`src/rtl/core/ubxanr_pkg.sv`:
```
// ----------------------------------------------------------------------------
// ubxanr_pkg
// Shared types and constants of the UBX acknowledge receiver: transaction
// payloads, the configuration set, input modes, verdict and register codes.
// ----------------------------------------------------------------------------
package ubxanr_pkg;

  // Input modes.
  localparam logic [1:0] MODE_BYTE  = 2'd0;
  localparam logic [1:0] MODE_TICK  = 2'd1;
  localparam logic [1:0] MODE_START = 2'd2;

  // Verdict codes.
  localparam logic [1:0] VERDICT_NONE    = 2'd0;
  localparam logic [1:0] VERDICT_ACK     = 2'd1;
  localparam logic [1:0] VERDICT_NAK     = 2'd2;
  localparam logic [1:0] VERDICT_TIMEOUT = 2'd3;

  // Configuration register indexes.
  localparam int unsigned CfgIdxW = 2;
  localparam int unsigned CfgDataW = 16;
  localparam logic [CfgIdxW-1:0] CFG_EXPECT_CLASS = 2'd0;
  localparam logic [CfgIdxW-1:0] CFG_EXPECT_ID    = 2'd1;
  localparam logic [CfgIdxW-1:0] CFG_TIMEOUT_MS   = 2'd2;

  // Register reset values.
  localparam logic [7:0]  EXPECT_CLASS_RST = 8'd6;
  localparam logic [7:0]  EXPECT_ID_RST    = 8'd8;
  localparam logic [15:0] TIMEOUT_MS_RST   = 16'd1000;

  // UBX framing constants.
  localparam logic [7:0] UBX_SYNC1     = 8'hB5;
  localparam logic [7:0] UBX_SYNC2     = 8'h62;
  localparam logic [7:0] UBX_CLASS_ACK = 8'h05;
  localparam logic [7:0] UBX_ID_ACK    = 8'h01;
  localparam logic [7:0] UBX_ID_NAK    = 8'h00;

  typedef struct packed {
    logic [1:0] mode;
    logic [7:0] data_byte;
  } in_t;

  typedef struct packed {
    logic [1:0]  verdict;
    logic [15:0] fail_count;
  } out_t;

  typedef struct packed {
    logic [7:0]  expect_class;
    logic [7:0]  expect_id;
    logic [15:0] timeout_ms;
  } cfg_t;

endpackage

```
`src/rtl/core/ubxanr_cfg.sv`:
```
// ----------------------------------------------------------------------------
// ubxanr_cfg
// Configuration registers: expected class, expected id and timeout limit,
// written through a plain indexed write port.
// ----------------------------------------------------------------------------
module ubxanr_cfg (
  input  logic                             clk_i,
  input  logic                             rst_ni,
  input  logic                             cfg_we_i,
  input  logic [ubxanr_pkg::CfgIdxW-1:0]   cfg_idx_i,
  input  logic [ubxanr_pkg::CfgDataW-1:0]  cfg_wdata_i,
  output ubxanr_pkg::cfg_t                 cfg_o
);

  ubxanr_pkg::cfg_t cfg_q, cfg_d;

  always_comb begin
    cfg_d = cfg_q;
    if (cfg_we_i) begin
      unique case (cfg_idx_i)
        ubxanr_pkg::CFG_EXPECT_CLASS: cfg_d.expect_class = cfg_wdata_i[7:0];
        ubxanr_pkg::CFG_EXPECT_ID:    cfg_d.expect_id    = cfg_wdata_i[7:0];
        ubxanr_pkg::CFG_TIMEOUT_MS:   cfg_d.timeout_ms   = cfg_wdata_i[15:0];
        default: ;
      endcase
    end
  end

  always_ff @(posedge clk_i or negedge rst_ni) begin
    if (!rst_ni) begin
      cfg_q.expect_class <= ubxanr_pkg::EXPECT_CLASS_RST;
      cfg_q.expect_id    <= ubxanr_pkg::EXPECT_ID_RST;
      cfg_q.timeout_ms   <= ubxanr_pkg::TIMEOUT_MS_RST;
    end else begin
      cfg_q <= cfg_d;
    end
  end

  assign cfg_o = cfg_q;

endmodule

```
`src/rtl/core/ubxanr_core.sv`:
```
// ----------------------------------------------------------------------------
// ubxanr_core
// Frame parser, Fletcher checksum, millisecond timer and failure counter.
// State advances by one transaction whenever step_i is high.
// ----------------------------------------------------------------------------
module ubxanr_core (
  input  logic              clk_i,
  input  logic              rst_ni,
  input  logic              step_i,
  input  ubxanr_pkg::in_t   item_i,
  input  ubxanr_pkg::cfg_t  cfg_i,
  output ubxanr_pkg::out_t  res_o
);

  localparam logic [3:0] PH_SYNC1   = 4'd0;
  localparam logic [3:0] PH_SYNC2   = 4'd1;
  localparam logic [3:0] PH_CLASS   = 4'd2;
  localparam logic [3:0] PH_IDENT   = 4'd3;
  localparam logic [3:0] PH_LEN_LO  = 4'd4;
  localparam logic [3:0] PH_LEN_HI  = 4'd5;
  localparam logic [3:0] PH_PAYLOAD = 4'd6;
  localparam logic [3:0] PH_CK_A    = 4'd7;
  localparam logic [3:0] PH_CK_B    = 4'd8;

  logic [3:0]  phase_q, phase_d;
  logic [7:0]  frame_class_q, frame_class_d;
  logic [7:0]  frame_ident_q, frame_ident_d;
  logic [7:0]  sum_a_q, sum_a_d;
  logic [7:0]  sum_b_q, sum_b_d;
  logic [7:0]  rx_sum_a_q, rx_sum_a_d;
  logic [15:0] pay_len_q, pay_len_d;
  logic [15:0] pay_idx_q, pay_idx_d;
  logic [7:0]  head0_q, head0_d;
  logic [7:0]  head1_q, head1_d;
  logic [15:0] elapsed_q, elapsed_d;
  logic        armed_q, armed_d;
  logic [15:0] fails_q, fails_d;

  logic [7:0]  b;
  logic [7:0]  add_a, add_b;
  logic [15:0] idx_inc;
  logic [15:0] len_full;
  logic [15:0] fails_inc;
  logic [1:0]  verdict;
  logic        frame_ok;

  always_comb begin
    b         = item_i.data_byte;
    add_a     = sum_a_q + b;
    add_b     = sum_b_q + add_a;
    idx_inc   = pay_idx_q + 16'd1;
    len_full  = {b, pay_len_q[7:0]};
    fails_inc = (fails_q == 16'hFFFF) ? fails_q : fails_q + 16'd1;
    frame_ok  = (sum_a_q == rx_sum_a_q) && (sum_b_q == b) && (pay_len_q >= 16'd2) &&
                (head0_q == cfg_i.expect_class) && (head1_q == cfg_i.expect_id) &&
                (frame_class_q == ubxanr_pkg::UBX_CLASS_ACK);

    phase_d       = phase_q;
    frame_class_d = frame_class_q;
    frame_ident_d = frame_ident_q;
    sum_a_d       = sum_a_q;
    sum_b_d       = sum_b_q;
    rx_sum_a_d    = rx_sum_a_q;
    pay_len_d     = pay_len_q;
    pay_idx_d     = pay_idx_q;
    head0_d       = head0_q;
    head1_d       = head1_q;
    elapsed_d     = elapsed_q;
    armed_d       = armed_q;
    fails_d       = fails_q;
    verdict       = ubxanr_pkg::VERDICT_NONE;

    unique case (item_i.mode)
      ubxanr_pkg::MODE_START: begin
        phase_d       = PH_SYNC1;
        frame_class_d = '0;
        frame_ident_d = '0;
        sum_a_d       = '0;
        sum_b_d       = '0;
        rx_sum_a_d    = '0;
        pay_len_d     = '0;
        pay_idx_d     = '0;
        head0_d       = '0;
        head1_d       = '0;
        elapsed_d     = '0;
        armed_d       = 1'b1;
      end
      ubxanr_pkg::MODE_TICK: begin
        if (armed_q) begin
          elapsed_d = (elapsed_q == 16'hFFFF) ? elapsed_q : elapsed_q + 16'd1;
          if (elapsed_d >= cfg_i.timeout_ms) begin
            verdict = ubxanr_pkg::VERDICT_TIMEOUT;
            fails_d = fails_inc;
            armed_d = 1'b0;
          end
        end
      end
      ubxanr_pkg::MODE_BYTE: begin
        if (armed_q) begin
          unique case (phase_q)
            PH_SYNC2: begin
              if (b == ubxanr_pkg::UBX_SYNC2) begin
                phase_d = PH_CLASS;
              end else if (b != ubxanr_pkg::UBX_SYNC1) begin
                phase_d = PH_SYNC1;
              end
            end
            PH_CLASS: begin
              frame_class_d = b;
              sum_a_d       = b;
              sum_b_d       = b;
              phase_d       = PH_IDENT;
            end
            PH_IDENT: begin
              frame_ident_d = b;
              sum_a_d       = add_a;
              sum_b_d       = add_b;
              phase_d       = PH_LEN_LO;
            end
            PH_LEN_LO: begin
              pay_len_d = {8'd0, b};
              sum_a_d   = add_a;
              sum_b_d   = add_b;
              phase_d   = PH_LEN_HI;
            end
            PH_LEN_HI: begin
              pay_len_d = len_full;
              sum_a_d   = add_a;
              sum_b_d   = add_b;
              pay_idx_d = '0;
              phase_d   = (len_full == 16'd0) ? PH_CK_A : PH_PAYLOAD;
            end
            PH_PAYLOAD: begin
              sum_a_d = add_a;
              sum_b_d = add_b;
              if (pay_idx_q == 16'd0) begin
                head0_d = b;
              end else if (pay_idx_q == 16'd1) begin
                head1_d = b;
              end
              pay_idx_d = idx_inc;
              if (idx_inc >= pay_len_q) begin
                phase_d = PH_CK_A;
              end
            end
            PH_CK_A: begin
              rx_sum_a_d = b;
              phase_d    = PH_CK_B;
            end
            PH_CK_B: begin
              if (frame_ok) begin
                if (frame_ident_q == ubxanr_pkg::UBX_ID_ACK) begin
                  verdict = ubxanr_pkg::VERDICT_ACK;
                  armed_d = 1'b0;
                end else if (frame_ident_q == ubxanr_pkg::UBX_ID_NAK) begin
                  verdict = ubxanr_pkg::VERDICT_NAK;
                  fails_d = fails_inc;
                  armed_d = 1'b0;
                end
              end
              phase_d = PH_SYNC1;
            end
            default: begin
              // Waiting for the first sync byte; unused codes land here too.
              phase_d = (b == ubxanr_pkg::UBX_SYNC1) ? PH_SYNC2 : PH_SYNC1;
            end
          endcase
        end
      end
      default: ;
    endcase

    res_o.verdict    = verdict;
    res_o.fail_count = fails_d;
  end

  always_ff @(posedge clk_i or negedge rst_ni) begin
    if (!rst_ni) begin
      phase_q       <= PH_SYNC1;
      frame_class_q <= '0;
      frame_ident_q <= '0;
      sum_a_q       <= '0;
      sum_b_q       <= '0;
      rx_sum_a_q    <= '0;
      pay_len_q     <= '0;
      pay_idx_q     <= '0;
      head0_q       <= '0;
      head1_q       <= '0;
      elapsed_q     <= '0;
      armed_q       <= 1'b0;
      fails_q       <= '0;
    end else if (step_i) begin
      phase_q       <= phase_d;
      frame_class_q <= frame_class_d;
      frame_ident_q <= frame_ident_d;
      sum_a_q       <= sum_a_d;
      sum_b_q       <= sum_b_d;
      rx_sum_a_q    <= rx_sum_a_d;
      pay_len_q     <= pay_len_d;
      pay_idx_q     <= pay_idx_d;
      head0_q       <= head0_d;
      head1_q       <= head1_d;
      elapsed_q     <= elapsed_d;
      armed_q       <= armed_d;
      fails_q       <= fails_d;
    end
  end

endmodule

```
`src/rtl/core/ubx_ack_nak_receiver.sv`:
```
// ----------------------------------------------------------------------------
// ubx_ack_nak_receiver: waits for a UBX ACK or NAK of an expected message.
// Stages: input reg, then result reg, from input transaction to result.
// Throughput: 1 transaction per cycle while the output is not stalled.
// Reset (rst_ni, async low): idle, parser and counters zero, config defaults.
// ----------------------------------------------------------------------------
//
// Each input transaction is either a received byte, a one millisecond tick
// or a start command, and it produces exactly one result transaction that
// carries the verdict (none, ACK, NAK, timeout) and the saturating failure
// count after that transaction.
//
// The datapath has two register stages. An accepted input transaction lands
// in the input register; from there the core updates the parser, checksum,
// timer and failure counter and the result is captured in the
// output register. Both stages move together whenever the output register is
// empty or being drained, so a full pipeline takes one transaction per cycle
// as long as results are taken. While a finished result waits downstream, the
// input register still takes one more transaction and then the input stalls
// until the result is taken.
//
// Configuration writes go straight to the register file. The user must issue
// them only while the block holds no transaction in flight; nothing checks it.
module ubx_ack_nak_receiver (
  input  logic                             clk_i,
  input  logic                             rst_ni,
  // Input channel.
  input  logic                             in_valid_i,
  output logic                             in_stall_o,
  input  ubxanr_pkg::in_t                  in_data_i,
  // Output channel.
  output logic                             out_valid_o,
  input  logic                             out_stall_i,
  output ubxanr_pkg::out_t                 out_data_o,
  // Configuration write port.
  input  logic                             cfg_we_i,
  input  logic [ubxanr_pkg::CfgIdxW-1:0]   cfg_idx_i,
  input  logic [ubxanr_pkg::CfgDataW-1:0]  cfg_wdata_i
);

  ubxanr_pkg::cfg_t cfg;
  ubxanr_pkg::in_t  in_q;
  ubxanr_pkg::out_t out_q;
  ubxanr_pkg::out_t res;
  logic             in_valid_q;
  logic             out_valid_q;
  logic             advance;
  logic             step;
  logic             in_accept;

  // The pipeline moves when the result register is free or being taken.
  assign advance    = !out_valid_q || !out_stall_i;
  assign step       = in_valid_q && advance;
  assign in_stall_o = in_valid_q && !advance;
  assign in_accept  = in_valid_i && !in_stall_o;

  ubxanr_cfg u_cfg (
    .clk_i       (clk_i),
    .rst_ni      (rst_ni),
    .cfg_we_i    (cfg_we_i),
    .cfg_idx_i   (cfg_idx_i),
    .cfg_wdata_i (cfg_wdata_i),
    .cfg_o       (cfg)
  );

  ubxanr_core u_core (
    .clk_i  (clk_i),
    .rst_ni (rst_ni),
    .step_i (step),
    .item_i (in_q),
    .cfg_i  (cfg),
    .res_o  (res)
  );

  // Input register: refilled in the same cycle that its transaction moves on.
  always_ff @(posedge clk_i or negedge rst_ni) begin
    if (!rst_ni) begin
      in_valid_q <= 1'b0;
    end else if (in_accept) begin
      in_valid_q <= 1'b1;
    end else if (step) begin
      in_valid_q <= 1'b0;
    end
  end

  always_ff @(posedge clk_i) begin
    if (in_accept) begin
      in_q <= in_data_i;
    end
  end

  // Result register: holds its transaction steady while stalled.
  always_ff @(posedge clk_i or negedge rst_ni) begin
    if (!rst_ni) begin
      out_valid_q <= 1'b0;
    end else if (step) begin
      out_valid_q <= 1'b1;
    end else if (!out_stall_i) begin
      out_valid_q <= 1'b0;
    end
  end

  always_ff @(posedge clk_i) begin
    if (step) begin
      out_q <= res;
    end
  end

  assign out_valid_o = out_valid_q;
  assign out_data_o  = out_q;

endmodule

```
`config.mk`:
```
export PLATFORM = sky130hd
export DESIGN_NAME = ubx_ack_nak_receiver
export DESIGN_NICKNAME = d
export VERILOG_FILES = /design/src/rtl/core/ubxanr_pkg.sv /design/src/rtl/core/ubxanr_cfg.sv /design/src/rtl/core/ubxanr_core.sv /design/src/rtl/core/ubx_ack_nak_receiver.sv
export SDC_FILE = /design/constraint.sdc
export NUM_CORES = 1
export LEC_CHECK = 0
export BUFFER_PORTS_ARGS = -buffer_cell sky130_fd_sc_hd__buf_4
export CAP_MARGIN = 20
export CORE_MARGIN = 8
export CORE_UTILIZATION = 65
export CTS_CLUSTER_SIZE = 40
export DETAILED_ROUTE_END_ITERATION = 8
export GPL_TIMING_DRIVEN = 0
export MAX_ROUTING_LAYER = met4
export PLACE_DENSITY = 0.84
export SYNTH_ARGS = -nofsm -noshare
export SYNTH_HDL_FRONTEND = slang
export SYNTH_SLANG_ARGS = --single-unit
```
`constraint.sdc`:
```
create_clock -name clk_i -period 7.6 [get_ports clk_i]
set_input_delay 1.14 -clock clk_i [delete_from_list [all_inputs] [get_ports clk_i]]
set_output_delay 1.14 -clock clk_i [all_outputs]
set_load 0.1 [all_outputs]
```
=== After elaboration in Yosys (flattened, before gate mapping) ===
Cells that the tools add are included.

* Register bits: 187
* Latch bits: 0
* Memory bits (writable): 0
* Bits in read-only memories: 0
* Bits of input ports: 33
* Output and inout port bits: 20
* Memories: 0

* Add/sub/neg operators: 5
* Multiply operators: 0
* Divide/modulo/power cells: 0
* Magnitude comparators: 3
* Eq/ne operators: 41
* Shifts and indexed selects: 0
* Multiplexer cells: 70
* Bitwise gates (word level): 0
* Reduce and logical (&&, ||, !) cells: 38

{| class="wikitable"
|+ Operators with widths
! kind !! number
|-
| $mux W16 || 12
|-
| $pmux W16 S2 || 6
|-
| $pmux W8 S2 || 9
|-
| $mux W8 || 15
|-
| $add A16 B1 Y16 const B || 3
|-
| $eq A16 B16 Y1 const B || 2
|-
| $eq A8 B8 Y1 || 4
|-
| $ge A16 B16 Y1 || 2
|-
| $logic_not A16 Y1 || 2
|-
| $pmux W4 S8 || 1
|-
| $reduce_and A4 Y1 || 6
|-
| $add A8 B8 Y8 || 2
|-
| $eq A16 B1 Y1 const B || 1
|-
| $eq A4 B3 Y1 const B || 4
|-
| $ge A16 B2 Y1 const B || 1
|-
| $mux W4 || 4
|-
| $reduce_and A5 Y1 || 3
|-
| $mux W2 || 7
|-
| $ne A2 B2 Y1 const B || 7
|-
| $mux W1 || 13
|-
| $ne A2 B1 Y1 const B || 5
|-
| $ne A3 B3 Y1 const B || 3
|-
| $eq A4 B2 Y1 const B || 2
|-
| $eq A8 B1 Y1 const B || 1
|-
| 24 further kinds || 42
|}

=== Longest topological paths before layout ===
Gate-level depths: netlist of run 1.

* Word-level depth: 10
* Gate-level depth with buffers: 16
* Depth with buffers taken out: 14

=== Hierarchy ===
Synthesis of run 1 repeated with hierarchy kept, for this count alone.

* Cells, all modules: 1016
* Area total of the unflattened synthesis: 10206.0 µm²

{| class="wikitable"
|+ Modules (own cells, without submodules)
! module !! times used !! cells an instance !! area each (µm²) !! sequential area each (µm²)
|-
| ubxanr_core || 1 || 912 || 8039.0 || 3128.0
|-
| ubxanr_cfg || 1 || 68 || 1233.7 || 812.0
|-
| ubx_ack_nak_receiver || 1 || 36 || 933.4 || 890.9
|}

=== Least setup slack after synthesis of run 1 ===
Ideal clock, no wire load.

* Path type: register to register
* From: register u_core.elapsed_q[4]
* To: register out_q, in the netlist out_data_o[12] (data pin)
* Library setup time: 0.260 ns
* Data arrival time: 3.581 ns
* Data required time: 7.340 ns
* Slack: 3.759 ns
* Cell stages (with the launch flop): 15
* Cell sequence: dfrtp_1 > and4_1 > nand4_1 > o41ai_1 > nor3_1 > xor2_1 > ha_1 > and2_0 > a221oi_1 > o21ai_0 > or3_1 > buf_4 > buf_6 > nand3_1 > mux2_2

{| class="wikitable"
|+ RTL lines
! item !! RTL line !! text
|-
| start: declaration || ubxanr_core.sv:35 || <nowiki>logic [15:0] elapsed_q, elapsed_d;</nowiki>
|-
| start signal: assignment || ubxanr_core.sv:203 || <nowiki>elapsed_q <= elapsed_d;</nowiki>
|-
| end signal: assignment || ubx_ack_nak_receiver.sv:105 || <nowiki>out_q <= res;</nowiki>
|-
| end: declaration || ubx_ack_nak_receiver.sv:43 || <nowiki>ubxanr_pkg::out_t out_q;</nowiki>
|}

==> results of run 1 <==
[metrics by stage]
stage | power, mW | instance area (sq um) | cells | utilization | setup slack [ns]
floorplan | 1.52 | 10400 | 1040 | - | 3.76
global placement | 1.64 | 11000 | 1308 | 0.700 | 3.03
detailed placement | 1.66 | 11100 | 1310 | 0.702 | 2.92
CTS | 2.57 | 11700 | 1342 | 0.741 | 2.82
global route | 2.67 | 11700 | 1343 | 0.741 | 2.63
finish | 2.55 | 11700 | 1343 | 0.741 | 2.92
[worst max path at each step]
stage / from / to / slack [ns] / cells after the start
finish: u_core.elapsed_q[4] / out_data_o[5] / 2.92 / 14
global route: u_core.elapsed_q[4] / out_data_o[5] / 2.63 / 14
CTS: u_core.elapsed_q[4] / out_data_o[5] / 2.82 / 14
detailed placement: u_core.elapsed_q[4] / out_data_o[5] / 2.92 / 14
global placement: u_core.elapsed_q[4] / out_data_o[5] / 3.03 / 14
floorplan: u_core.elapsed_q[4] / out_data_o[12] / 3.76 / 14
[sequential cells by signal (all words and copies together), names as in the netlist]
register / cells
u_cfg.cfg_o: 32
out_data_o: 18
u_core.elapsed_q: 16
u_core.fails_q: 16
u_core.pay_idx_q: 16
u_core.pay_len_q: 16
in_q: 10
u_core.frame_class_q: 8
u_core.frame_ident_q: 8
u_core.head0_q: 8
u_core.head1_q: 8
u_core.rx_sum_a_q: 8
u_core.sum_a_q: 8
u_core.sum_b_q: 8
u_core.phase_q: 4
in_valid_q: 1
out_valid_o: 1
u_core.armed_q: 1
[power groups by stage]
stage	clock network, mW	registers (mW)	logic (mW)
after global placement	0	1.21	0.431
final	0.905	1.20	0.452
after detailed placement	0	1.21	0.449
after floorplan	0	1.23	0.286
after CTS	0.917	1.19	0.455
after global routing	0.955	1.21	0.505
[synth_stat cells, types with 2 or more instances]
library cell / instances / area [sq um]
o21ai_0: 87 / 435
nand2b_1: 9 / 56.3
mux2_1: 3 / 33.8
a221oi_1: 2 / 17.5
clkbuf_1: 31 / 116
o21ai_1: 2 / 10.0
inv_1: 50 / 188
a21o_1: 8 / 60.1
a21boi_0: 3 / 22.5
o21bai_1: 4 / 30.0
o31ai_1: 9 / 67.6
o211ai_1: 5 / 37.5
xor2_1: 44 / 385
a22o_1: 15 / 131
nor2_1: 63 / 236
dfstp_2: 9 / 236
nand4_1: 25 / 156
nor4b_1: 2 / 17.5
nand3_1: 42 / 210
nor3_1: 27 / 135
and4_1: 4 / 35.0
mux2_2: 67 / 754
nor2b_1: 8 / 50.1
a21oi_1: 35 / 175
nand3b_1: 3 / 22.5
and3_1: 12 / 75.1
or2_2: 4 / 25.0
or4_1: 3 / 22.5
edfxtp_1: 28 / 841
a31oi_1: 6 / 37.5
o22ai_1: 2 / 12.5
xnor2_1: 46 / 403
a41oi_1: 3 / 26.3
nor3b_1: 5 / 37.5
nor4_1: 16 / 100
and2_1: 18 / 113
nand2_1: 114 / 428
fa_1: 2 / 40.0
dfrtp_1: 150 / 3750
buf_2: 2 / 10.0
ha_1: 51 / 638
nand4b_1: 2 / 17.5
a211oi_1: 2 / 15.0
[logic make-up after synthesis]
logic type	Yosys count	synth area share
AND/OR/NAND/NOR	363	0.173
AO/OA/AOI/OAI	191	0.111
flip-flops	187	0.466
XOR/XNOR	90	0.0760
buffers and inverters	85	0.0321
multiplexers	71	0.0769
adder cells (fa/ha/maj)	53	0.0654
[placed cells by master, fill, tap and decap left out, drive strengths merged, types with 25 or more instances in the layout]
cell    count
dfrtp     150
nand2     114
o21ai      89
mux2       70
nor2       63
buf        58
clkbuf     58
ha         51
inv        50
xnor2      46
xor2       44
nand3      42
a21oi      35
edfxtp     28
nor3       27
nand4      25
[routing by layer]
metal | global-route usage | vias up
met5 | - | -
met4 | 0.0699 | 0
met3 | 0.0611 | 34
met2 | 0.420 | 302
met1 | 0.315 | 3956
li1 | - | 3842
[layout make-up]
class | count | area (sq um) | area share
buffer | 35 | 145 | 0.0124
clock buffer | 26 | 489 | 0.0419
clock inverter | 6 | 111 | 0.00953
inverter | 50 | 188 | 0.0161
multi-input combinational | 768 | 5210 | 0.446
sequential | 187 | 4830 | 0.413
tap | 216 | 270 | 0.0231
timing repair buffer | 55 | 438 | 0.0375
[worst register-to-register path, stage by stage, from the launching register on]
cell	delay, ns
dfrtp_1	0.48
and4_1	0.25
nand4_1	0.23
nor4_2	0.78
nor3_1	0.21
xnor2_1	0.26
ha_1	0.28
and2_0	0.18
a221oi_1	0.43
o21ai_0	0.21
or3_1	0.38
buf_4	0.16
buf_6	0.14
nand3_1	0.08
mux2_1	0.36
==> run summary, run 1 <==
Leakage -> 5.26 nW
Comb pwr share -> 0.177
Asr flop ratio synth -> 0.850
Fmax -> 214 MHz
Wire length on met2 -> 12000 um
Worst Path Required -> 7.77 ns
Antenna diode count -> 0
Warnings from Yosys -> 0
First-pass GRT wire length -> 40200 um
Hold Crit Endpoint -> u_core.frame_class_q[0]
Core Area -> 0.0158 sq mm
Detailed Route WL -> 24100 um
Hold path cells -> 2
CP top delay family -> simple AND/OR/NAND/NOR gates
Final net count -> 1200
Die H -> 142 um
Iter 0 DRT Violations -> 603
Slowest stage delay, CP -> 0.78 ns
Relative slew slack -> 0.401
Syn_area_per_cell -> 9.98 sq um
Crit path capture type -> register
Top-level I/O count -> 53
Latest clock arrival within the worst-skew pair -> 0.43 ns
Area delta synth->final -> 12.6%
Slowest-stage cell, CP -> nor4_2
Hold Buf Count CTS -> 0
Die width -> 142 um
Clock root cell -> clkbuf_16
Gpl congestion -> 0.935
Grt ovf -> 0
Final Setup Violations -> 0
R2R cell count -> 14
Setup Fix Bufs, Post-CTS -> 0
Final Hold Viols -> 0
CP cell instances -> and4_1 -> nand4_1 -> nor4_2 -> nor3_1 -> xnor2_1 -> ha_1 -> and2_0 -> a221oi_1 -> o21ai_0 -> or3_1 -> buf_4 -> buf_6 -> nand3_1 -> mux2_1
Worst-path maximum fanout -> 10
R2R Path Start -> u_core.elapsed_q[4]
Critical Path AT -> 4.84 ns
Max Slew Vio Count -> 0
CTS Sinks -> 187
Drt drc -> 0
Post-DRT Antenna Nets -> 0
Peak supply drop -> 0.000240 V
Post-DR wirelength/cell -> 17.9 um
Hold_ws -> 0.480 ns
TritonCTS clock tree -> built
Mapped Area -> 0.0104 sq mm
Worst Min Path Start -> u_core.frame_class_q[0]
HPWL after detailed placement -> 17500 um
Flops & latches, synth -> 187
Worst setup SP type -> register
R2R setup slack -> 2.92 ns
GRT Total Usage -> 0.257
Rows -> 46
CTS buffer count -> 17
Power share of the clock group -> 0.355
Clock Pin Slew Worst Setup and Hold Paths -> 0.07 ns
Resized Gates After CTS -> 0
Post-DR vias/cell -> 6.06
H-tree depth -> 4
Top Layer Used -> met4
Slew @ Worst Pin -> 0.892 ns
Met3 WL post-DR -> 1620 um
Worst Path Class, Setup -> register to register
Period utilisation layout -> 0.615
Post-synth EDFFs -> 28
Crit path time final -> 4.68 ns
Largest net degree at the start of global routing -> 93
Sw Pwr -> 706 uW
Initial core utilization -> 0.658
Internal power -> 1.85 mW
WP buf/inv -> 2
Post-synth cell types -> 60
Status -> finished, final reports clean
CTS Buffer Depth -> 2
Power per cell area -> 218 mW/mm^2
Reg power frac -> 0.468
Switch share -> 0.276
Initial antenna violation count -> 0
Worst hold path class -> register to register
Metal-1 WL -> 10000 um
Fill cells -> 1145
Vias in the first global route -> 8125
Setup Skew -> 0.00873 ns
Max-capacitance violation count -> 0
Most used flip-flop cell after synthesis -> dfrtp_1
Die area -> 0.0203 sq mm
# port buffers -> 52
RSZ-0062 raised after global routing -> false
Syn nets -> 1126
Setup TNS -> 0 ns
Layout cells sized above 1 -> 0.149
End of the worst register-to-register path -> out_data_o[5]
Vias -> 8134
Synth Instances -> 1040
Register area share after synthesis -> 0.466
DRT Pass-1 Iters -> 6
(Power assumes the default switching activity.)
==> run 2: changes to the inputs <==
--- a/config.mk
+++ b/config.mk
@@ -8,12 +8,12 @@
 export BUFFER_PORTS_ARGS = -buffer_cell sky130_fd_sc_hd__buf_4
 export CAP_MARGIN = 20
 export CORE_MARGIN = 8
-export CORE_UTILIZATION = 65
+export CORE_UTILIZATION = 56
 export CTS_CLUSTER_SIZE = 40
 export DETAILED_ROUTE_END_ITERATION = 8
 export GPL_TIMING_DRIVEN = 0
 export MAX_ROUTING_LAYER = met4
-export PLACE_DENSITY = 0.84
+export PLACE_DENSITY = 0.77
 export SYNTH_ARGS = -nofsm -noshare
 export SYNTH_HDL_FRONTEND = slang
 export SYNTH_SLANG_ARGS = --single-unit
==> constraint.sdc (replaced) <==
create_clock -name clk_i -period 3.94 [get_ports clk_i]
set_input_delay 0.591 -clock clk_i [delete_from_list [all_inputs] [get_ports clk_i]]
set_output_delay 0.591 -clock clk_i [all_outputs]
set_load 0.1 [all_outputs]
==> run 2 against run 1 <==
Critical endpoint is now out_data_o[13]. Largest cell class unchanged. Die area is 14% higher. Count of clock-buffer cells in the layout is 7 lower. First-iteration DRC count is 11% lower. Hold slack worse by 0.43 ns.
==> run summary, run 2 (synthesized netlist as in run 1, its figures left out) <==
Initial core utilization -> 0.574 (-0.0842)
Max-capacitance violation count -> 0 (unchanged)
Slew @ Worst Pin -> 0.903 ns (+0.0115 ns)
Worst Path Class, Setup -> register to register
Post-DR wirelength/cell -> 17.7 um (-1.4%)
Core Area -> 0.0181 sq mm (+15%)
GRT Total Usage -> 0.211 (-0.0453)
Hold_ws -> 0.0489 ns (-0.431 ns)
Die area -> 0.0231 sq mm (+14%)
Worst setup path startpoint -> u_core.elapsed_q[5]
Worst Path Required -> 4.12 ns (-3.65 ns)
Final Non-Filler Cells -> 1369 (+1.9%)
Clock root cell -> clkbuf_16
CTS buffer count -> 17 (unchanged)
Max Slew Vio Count -> 0 (unchanged)
End of the worst register-to-register path -> out_data_o[13]
Fmax -> 262 MHz (+23%)
Vias -> 8091 (-0.53%)
DRT Pass-1 Iters -> 5 (-1)
Total Power -> 4.86 mW (+90%)
Crit path capture type -> register
Largest register FFs -> 32 (unchanged)
Status -> finished, final reports clean
Setup Skew -> 0.0122 ns (+0.00343 ns)
Highest-count cells in the layout ignoring fill and taps -> 149 x dfrtp_1, 113 x nand2_1, 86 x o21ai_0, 65 x mux2_2
Top-level I/O count -> 53 (unchanged)
Rows -> 49 (+6.5%)
Placed instance count -> 1323 (+0.99%)
Commonest non-fill, non-tap cell in the layout -> dfrtp_1
Worst-path maximum fanout -> 10 (unchanged)
Leakage -> 5.35 nW (+1.6%)
Clock Pin Slew Worst Setup and Hold Paths -> 0.07 ns (about the same)
Vias in the first global route -> 7669 (-5.6%)
Grt ovf -> 0 (unchanged)
R2R cell count -> 15 (+1)
Setup crit end -> out_data_o[13]
Post-DRT Antenna Nets -> 0 (unchanged)
Final Hold Viols -> 0 (unchanged)
Relative slew slack -> 0.397 (-0.00373)
Largest net degree at the start of global routing -> 111 (+19%)
Gpl congestion -> 0.932 (-0.33%)
Period utilisation layout -> 0.969 (+0.353)
Layout cells sized above 1 -> 0.177 (+0.0281)
Initial antenna violation count -> 0 (unchanged)
Area delta synth->final -> 14.9%
Final Setup Violations -> 0 (unchanged)
# port buffers -> 52 (unchanged)
R2R setup slack -> 0.12 ns (-2.80 ns)
Die width -> 152 um (+6.9%)
Power per cell area -> 407 mW/mm^2 (+86%)
Latest clock arrival within the worst-skew pair -> 0.43 ns (about the same)
First-pass GRT wire length -> 39100 um (-2.7%)
Antenna diode count -> 0 (unchanged)
Crit path time final -> 3.82 ns (-0.860 ns)
Critical Path AT -> 4.00 ns (-0.84 ns)
Drt drc -> 0 (unchanged)
TritonCTS clock tree -> built
Peak supply drop -> 0.000347 V (+44%)
Die H -> 152 um (+6.9%)
Post-route setup slack -> 0.124 ns (-2.80 ns)
Worst setup SP type -> register
R2R Path Start -> u_core.elapsed_q[5]
Setup TNS -> 0 ns (unchanged)
Post-DR vias/cell -> 5.91 (-2.4%)
Pre-CTS setup slack -> -0.798 ns (-3.72 ns)
H-tree depth -> 4 (unchanged)
Iter 0 DRT Violations -> 535 (-11%)
CTS Buffer Depth -> 2 (unchanged)
Worst hold path class -> input port to async pin
Final net count -> 1213 (+1.1%)
CTS Sinks -> 187 (unchanged)
HPWL after detailed placement -> 17200 um (-1.6%)
Detailed Route WL -> 24200 um (+0.47%)
[run 2: cell count changes in the layout (fill, tap and decap cells not counted), sizes merged]
cell	change
buf	+14
bufinv	-1
clkbuf	-8
clkinv	+6
clkinvlp	+1
inv	+1
[run 2: worst min-delay path by stage]
stage,endpoint,slack (ns)
after global placement,u_core.frame_class_q[0],0.46
after floorplan,in_valid_q,0.30
final,u_core.elapsed_q[10],0.05
after global routing,u_core.elapsed_q[10],0.07
after detailed placement,u_core.frame_class_q[5],0.48
after CTS,u_core.elapsed_q[10],0.07
[run 2: final cells by class]
type,count,area (sq um)
Clock buffer,19,433
Timing Repair Buffer,68,543
Buffer,35,149
Sequential cell,187,4830
Multi-Input combinational cell,768,5360
Tap cell,229,287
Inverter,50,188
Clock inverter,13,126
Fill cell,1391,6170
[run 2: stage by stage]
step / utilization / area [sq um]
floorplan: - / 10400
global placement: 0.611 / 11100
detailed placement: 0.613 / 11100
CTS: 0.649 / 11700
global route: 0.659 / 11900
finish: 0.659 / 11900
[run 2: repair_timing]
action,CTS,global route
gates resized for setup,5,29
gates cloned,0,0
hold endpoints to repair,0,0
endpoints found under the setup margin,33,30
hold buffers,0,0
buffers inserted,6,8
pin swaps,2,16
[run 2: critical path, cell delays in order (launching register included)]
cell and delay, ns:
dfrtp_2 0.41, and4_4 0.23, nand4_1 0.12, buf_6 0.16, nor4_4 0.31, nor3_2 0.11
xnor2_1 0.30, ha_1 0.31, and2_0 0.23, a221oi_4 0.31, o21ai_2 0.12, or3_1 0.32
buf_6 0.14, buf_6 0.13, nand3_2 0.07, mux2_4 0.30
[run 2: where the power goes]
group / switching (mW) / internal, mW / leakage, nW
registers: 0.148 / 2.16 / 2.37
clock network: 0.739 / 0.927 / 0.267
logic: 0.518 / 0.367 / 2.71
total: 1.40 / 3.45 / 5.35
[run 2: routing by layer]
metal	track usage	vias up	part of all wire
met3	0.0454	26	0.056
met4	0.0462	0	0.012
met1	0.282	3940	0.45
met5	-	-	0
li1	-	3870	-
met2	0.326	255	0.48
